**src/rtl/ialu_pkg.sv**
```systemverilog
// Shared opcodes, constants and control types of the integer ALU.
package ialu_pkg;

    localparam int unsigned DATA_W    = 64;
    localparam int unsigned HALF_W    = 32;
    localparam int unsigned OP_W      = 6;
    localparam int unsigned DIV_STEPS = DATA_W;

    localparam logic [OP_W-1:0] OP_ADD  = 6'd14;
    localparam logic [OP_W-1:0] OP_SUB  = 6'd16;
    localparam logic [OP_W-1:0] OP_MUL  = 6'd18;
    localparam logic [OP_W-1:0] OP_UDIV = 6'd20;
    localparam logic [OP_W-1:0] OP_SDIV = 6'd21;
    localparam logic [OP_W-1:0] OP_UREM = 6'd23;
    localparam logic [OP_W-1:0] OP_SREM = 6'd24;
    localparam logic [OP_W-1:0] OP_SHL  = 6'd26;
    localparam logic [OP_W-1:0] OP_LSHR = 6'd27;
    localparam logic [OP_W-1:0] OP_ASHR = 6'd28;
    localparam logic [OP_W-1:0] OP_AND  = 6'd29;
    localparam logic [OP_W-1:0] OP_OR   = 6'd30;
    localparam logic [OP_W-1:0] OP_XOR  = 6'd31;

    localparam logic [DATA_W-1:0] MAXPOS_64 = 64'h7FFF_FFFF_FFFF_FFFF;
    localparam logic [DATA_W-1:0] MAXPOS_32 = 64'h0000_0000_7FFF_FFFF;

    // control that travels with each beat down the divider chain
    typedef struct packed {
        logic is_div;
        logic want_rem;
        logic neg_q;
        logic neg_r;
        logic div_zero;
        logic wide;
        logic err;
    } ctl_t;

endpackage

```
**src/rtl/ialu_div_cell.sv**
```systemverilog
// One restoring-division cell: retires one quotient bit and passes the beat on.
module ialu_div_cell
(
    input  logic                        clk,
    input  logic                        rst_n,
    input  logic                        in_valid,
    input  ialu_pkg::ctl_t              in_ctl,
    input  logic [ialu_pkg::DATA_W-1:0] in_rem,
    input  logic [ialu_pkg::DATA_W-1:0] in_dq,
    input  logic [ialu_pkg::DATA_W-1:0] in_dvs,
    input  logic [ialu_pkg::DATA_W-1:0] in_res,
    output logic                        out_valid,
    output ialu_pkg::ctl_t              out_ctl,
    output logic [ialu_pkg::DATA_W-1:0] out_rem,
    output logic [ialu_pkg::DATA_W-1:0] out_dq,
    output logic [ialu_pkg::DATA_W-1:0] out_dvs,
    output logic [ialu_pkg::DATA_W-1:0] out_res
);
    import ialu_pkg::*;

    logic [DATA_W:0]   trial;
    logic [DATA_W:0]   diff;
    logic              fits;
    logic              valid_reg;
    ctl_t              ctl_reg;
    logic [DATA_W-1:0] rem_reg, dq_reg, dvs_reg, res_reg;

    // shift in the next dividend bit and try the subtract
    always_comb
    begin
        trial = {in_rem, in_dq[DATA_W-1]};
        diff  = trial - {1'b0, in_dvs};
        fits  = (trial >= {1'b0, in_dvs});
    end

    always_ff @(posedge clk or negedge rst_n)
    begin
        if (!rst_n)
            valid_reg <= 1'b0;
        else
            valid_reg <= in_valid;
    end

    always_ff @(posedge clk)
    begin
        ctl_reg <= in_ctl;
        rem_reg <= fits ? diff[DATA_W-1:0] : trial[DATA_W-1:0];
        dq_reg  <= {in_dq[DATA_W-2:0], fits};
        dvs_reg <= in_dvs;
        res_reg <= in_res;
    end

    assign out_valid = valid_reg;
    assign out_ctl   = ctl_reg;
    assign out_rem   = rem_reg;
    assign out_dq    = dq_reg;
    assign out_dvs   = dvs_reg;
    assign out_res   = res_reg;

endmodule

```
**config.mk**
```make
export PLATFORM = sky130hd
export DESIGN_NAME = ialu_div_cell
export DESIGN_NICKNAME = d
export VERILOG_FILES = /design/src/rtl/ialu_pkg.sv /design/src/rtl/ialu_div_cell.sv
export SDC_FILE = /design/constraint.sdc
export NUM_CORES = 1
export LEC_CHECK = 0
export ABC_CLOCK_PERIOD_IN_PS = 800
export BUFFER_PORTS_ARGS = -buffer_cell sky130_fd_sc_hd__buf_4
export CAP_MARGIN = 25
export CORE_AREA = 5 5 202 204
export DETAILED_ROUTE_END_ITERATION = 8
export DIE_AREA = 0 0 207 209
export PLACE_DENSITY = 0.59
export SLEW_MARGIN = 20
export SYNTH_ARGS = -nofsm -noshare
export SYNTH_HDL_FRONTEND = slang
export SYNTH_SLANG_ARGS = --single-unit
```
**constraint.sdc**
```tcl
create_clock -name clk -period 0.8 [get_ports clk]
set_input_delay 0.12 -clock clk [delete_from_list [all_inputs] [get_ports clk]]
set_output_delay 0.12 -clock clk [all_outputs]
set_load 0.03 [all_outputs]
```
======== Word level (Yosys, flattened, before mapping) ========
Index checks and enable logic that the tools add are counted.
word-level totals
  input port bits ......................... 266
  register bits after elaboration ......... 264
operators by class
  order comparisons ....................... 1
  muxes and demuxes ....................... 1
  add/sub/neg operators ................... 1
operator list
  kind                            number
  >= comparator 65 x 64 -> 1 bit  1
  two-way mux 64 bit              1
  subtractor 64 bit               1

======== Logic depth before layout (Yosys ltp) ========
  depth in word-level cells ............... 2
  gate-level depth with buffers ........... 17
  gate-level depth less buffers ........... 13

======== Worst setup path after synthesis ========
No wires, ideal clock.
  path type ............................... input-to-reg
  from .................................... input in_dvs[1] (netlist name)
  to ...................................... register rem_reg[53], in the netlist out_rem[53]
  arrival ................................. 3240 ps
  slack ................................... -2561 ps
  path buffers ............................ 3
  required time ........................... 679 ps
  library setup time ...................... 121 ps
  stages on the path ...................... 16
  path through ............................ inv_1 -> ha_1 -> nor2b_2 -> o21ai_1 -> o21a_2 -> o31a_1 -> o31a_1 -> o41ai_2 -> a41o_2 -> a31oi_4 -> o211a_1 -> buf_6 -> clkinv_4 -> buf_12 -> buf_12 -> mux2_4
on the way
  longest elaborated chain between the ends .. 2
  elaborated cells on any way between the ends .. 3
  classes of those cells .................. add/sub (1); order compare (1); mux (1)
ends and longest elaborated chain
  item                            RTL line             source
  start, declared                 ialu_div_cell.sv:10  input logic [ialu_pkg::DATA_W-1:0] in_dvs,
  >= comparator 65 x 64 -> 1 bit  ialu_div_cell.sv:33  fits = (trial >= {1'b0, in_dvs});
  net fits                        ialu_div_cell.sv:23  logic fits;
  two-way mux 64 bit              ialu_div_cell.sv:47  rem_reg <= fits ? diff[DATA_W-1:0] : trial[DATA_W-1:0];
  end signal, assigned            ialu_div_cell.sv:47
  end, declared                   ialu_div_cell.sv:26  logic [DATA_W-1:0] rem_reg, dq_reg, dvs_reg, res_reg;
The timed path passes the listed nets, and every way through them passes these cells.

======== Worst setup path in the final report ========
  from .................................... input in_dvs[1] (netlist name)
  to ...................................... register rem_reg[2], in the netlist out_rem[2]
on the way
  longest elaborated chain between the ends .. 2
  elaborated cells on any way between the ends .. 3
  classes of those cells .................. add/sub (1); order compare (1); mux (1)
ends and longest elaborated chain
  item                                                                        RTL line
  subtractor 64 bit / >= comparator 65 x 64 -> 1 bit (equally long branches)  ialu_div_cell.sv:32, ialu_div_cell.sv:33
  two-way mux 64 bit *                                                        ialu_div_cell.sv:47
Mark *: on every way between the ends. The rest lies on a longest branch, timed or not.

==> impl_table.tex <==
\begin{tabular}{lr}
\hline
Metric & Value \\
\hline
\multicolumn{2}{l}{\textbf{Run status}} \\
Run status & finished with violations \\
Violations in the final reports & setup timing \\
\multicolumn{2}{l}{\textbf{Timing}} \\
Achievable frequency & 0.379 GHz \\
Count of endpoints failing hold in the final timing report & 0 \\
Slew at the pin closest to its max-slew limit & between 0.4 and 0.5 ns \\
Final Critical Period & around 2.6 ns \\
Number of pins with negative max-slew slack in the final report & 0 \\
Setup repair after global routing missed its margin & true \\
Crit share post-route & 330\% \\
Final setup margin & -1.84 ns \\
Headroom to the max-slew limit & $\sim$70\% \\
Setup violation total in the final timing report & 329 \\
\multicolumn{2}{l}{\textbf{GRT}} \\
Vias in the first global route & around 12000 \\
Total global-route track usage & between 20\% and 30\% \\
Met3 usage in global routing & 5.49\% \\
Met1 Usage GRT & 23.9\% \\
Most used routing layer in global routing & met2 \\
First-pass GRT wire length & between 70 and 80 mm \\
Pin count of the biggest net entering global routing & 22 \\
Initial antenna violation count & 8 \\
Met2 capacity usage during global routing & about 40\% \\
Total congestion overflow after global routing & 0 \\
\multicolumn{2}{l}{\textbf{Clocking}} \\
Clock tree root driver cell & clkbuf\_16 \\
Deepest clock path buffer count & 3 \\
Clock tree from TritonCTS & done \\
Count of H-tree levels built during CTS & 1 \\
TritonCTS buffer count & 31 \\
\# clock sinks & roughly 260 \\
Clock-pin slew on the worst setup and hold paths & $\sim$0.060 ns \\
\multicolumn{2}{l}{\textbf{Finish}} \\
Fill cells & about 3300 \\
Multi-input logic area & 4680 µm² \\
Final layout net count & 2343 \\
Layout Cells excl Fill & $\sim$2600 \\
Ratio of cells with drive above 1 in the final layout & approximately three fifths \\
Relative area change from synthesis to final layout & 117\% \\
Seq. cell area & 5620 µm² \\
Core Util, Final & 56.3\% \\
Final Instance Area & 22000 µm² \\
\multicolumn{2}{l}{\textbf{Route}} \\
Wire length per cell after detailed routing & 19.6 µm \\
Count of antenna-violating nets left after detailed routing & 0 \\
Number of remaining DRC errors & 0 \\
Number of violations reported at the end of detailed-routing iteration 0 & roughly 370 \\
WL final & between 50 and 60 mm \\
Via count & 11100 \\
Number of vias per cell & between 4 and 5 \\
Number of iterations in the first detailed-routing pass & 4 \\
\multicolumn{2}{l}{\textbf{Power}} \\
Leakage power summed over all cells & about 11 nW \\
Pwr/cell area & $\sim$2000 nW/µm² \\
Worst IR drop on VDD & approximately 1.7 mV \\
\multicolumn{2}{l}{\textbf{Logic synthesis}} \\
Number of flops mapped to enable cells by yosys & 0 \\
Number of distinct library cells after synthesis & 70 \\
Main area contributors after synthesis & dfxtp\_1, ha\_1, mux2\_2 \\
Library cell with the largest summed area after synthesis & dfxtp\_1 \\
Most common cell in the synthesized netlist & dfxtp\_1 \\
Number of synthesized register bits & 264 \\
Average size of a mapped cell & 10.6 µm² \\
Synth cell count leaders & dfxtp\_1, inv\_1, a21oi\_1, ha\_1, nand2\_1 \\
Synthesis Warnings & 0 \\
Gate count of the mapped netlist & roughly 960 \\
Post-synth top area share & about half \\
Number of nets produced by synthesis & 1287 \\
Ys flop type & dfxtp\_1 \\
Fraction of the yosys area taken by sequential cells & roughly 52\% \\
Syn Std Cell Area & 10100 µm² \\
Share of flip-flops with an asynchronous set or reset & less than 1\% \\
\multicolumn{2}{l}{\textbf{Run}} \\
Max cap viols & 0 \\
\multicolumn{2}{l}{\textbf{Setup path}} \\
Element type at the critical path start & primary input \\
Required time at the worst-slack endpoint & about 1.3 ns \\
Type of the worst setup path & in -> reg \\
Critical path arrival & approximately 3.1 ns \\
Largest fanout on the critical path & 5 \\
Setup crit end kind & register \\
\multicolumn{2}{l}{\textbf{Floorplanning}} \\
Die area & 43300 µm² \\
Initial cell density of the core & between 20\% and 30\% \\
Width of the chip & slightly above 200 µm \\
Number of cell rows & 73 \\
Overall die height & roughly 210 µm \\
I/O pin total & 530 \\
Core Footprint & roughly 40000 µm² \\
\multicolumn{2}{l}{\textbf{Place}} \\
Global placer's final weighted congestion & about 0.9 \\
Placed instance count & 2221 \\
Post-DP HPWL & 37.7 mm \\
Number of I/O port buffers & between 500 and 600 \\
Post-detailed-placement cell area & between 15000 and 20000 µm² \\
\multicolumn{2}{l}{\textbf{Min path}} \\
Hold WC Path Type & in -> reg \\
\hline
\end{tabular}
## cell families after synthesis
logic type	share of synthesized area, %
xor gates and xnor gates	4.83
AOI/OAI and AO/OA	14.7
buffers and inverters	4.60
and+or+nand+nor	8.47
DFF	52.1
adders and majority gates	8.09
muxes	7.19
## worst max-delay path, cell delays in order
cell	delay (ns)
buf_12	0.09
inv_12	0.03
ha_4	0.25
nor2b_4	0.14
o21ai_2	0.08
o21a_2	0.22
o31a_1	0.28
o31a_1	0.30
o41ai_2	0.28
a41o_2	0.29
a31oi_4	0.09
o211a_4	0.28
inv_8	0.08
buf_6	0.12
clkbuf_16	0.15
mux2_4	0.30
## state kept, by name (all words and copies together), names as in the netlist
signal     flops
out_dvs       64
out_rem       64
out_valid      1
out_dq        64
out_res       64
out_ctl        7
## layout by cell type, fill, tap and decap left out, types with 32 or more instances in the layout
cell             n
a21o_1          36
a21oi_1         69
buf_4          505
buf_6          272
clkbuf_16       33
dfxtp_2        263
dlygate4sd3_1  266
ha_1            60
inv_1           78
mux2_2          32
nand2_1         58
nor2_1          37
o21ai_0         34
xnor2_1         37
## timing repair
item,4_1_cts,5_1_grt
pin swaps,14,12
hold endpoints to repair,264,0
resized for setup,562,28
setup buffers,11,8
hold buffers,266,0
gates cloned,1,2
endpoints found under the setup margin,329,329
## area by class of cell
type	count	share of cell area, %
tap	525	2.99
sequential	264	25.5
timing repair buffer	1050	43.9
clock buffer	46	4.10
inverter	81	1.48
multi-input combinational	584	21.3
clock inverter	11	0.671
antenna	1	0.0114
## power by group
group / internal, W / switching (W) / total (W)
registers: 0.0147 / 0.000647 / 0.0153
clock network: 0.00874 / 0.00573 / 0.0145
logic: 0.00752 / 0.00686 / 0.0144
## worst paths after layout
| kind | startpoint | end | slack (ns) | cells past startpoint |
|---|---|---|---|---|
| min in group asynchronous | rst_n | out_valid | 0.43 | 3 |
| max | in_dvs[1] | out_rem[2] | -1.84 | 16 |
| min | in_dvs[1] | out_rem[1] | 0.08 | 4 |
| max in group asynchronous | rst_n | out_valid | 0.27 | 3 |
## per-layer routing
| metal | routed length (µm) | part of all wire [%] |
|---|---|---|
| met3 | 3020 | 6.0 |
| met4 | 1930 | 3.8 |
| met5 | 84 | 0.17 |
| met1 | 19100 | 38 |
| met2 | 26000 | 52 |
## stage by stage
stage	hold WS (ns)	setup TNS [ns]	worst slack [ns]	power [W]
floorplan	-0.176	-147.78	-2.36	0.0212
global placement	-0.0979	-157.67	-2.59	0.0270
detailed placement	-0.0981	-160.95	-2.66	0.0271
CTS	0.0326	-212.49	-1.84	0.0444
global route	0.0669	-218.71	-1.93	0.0461
finish	0.0804	-203.19	-1.84	0.0442
Power figures use the tool's default switching activity.
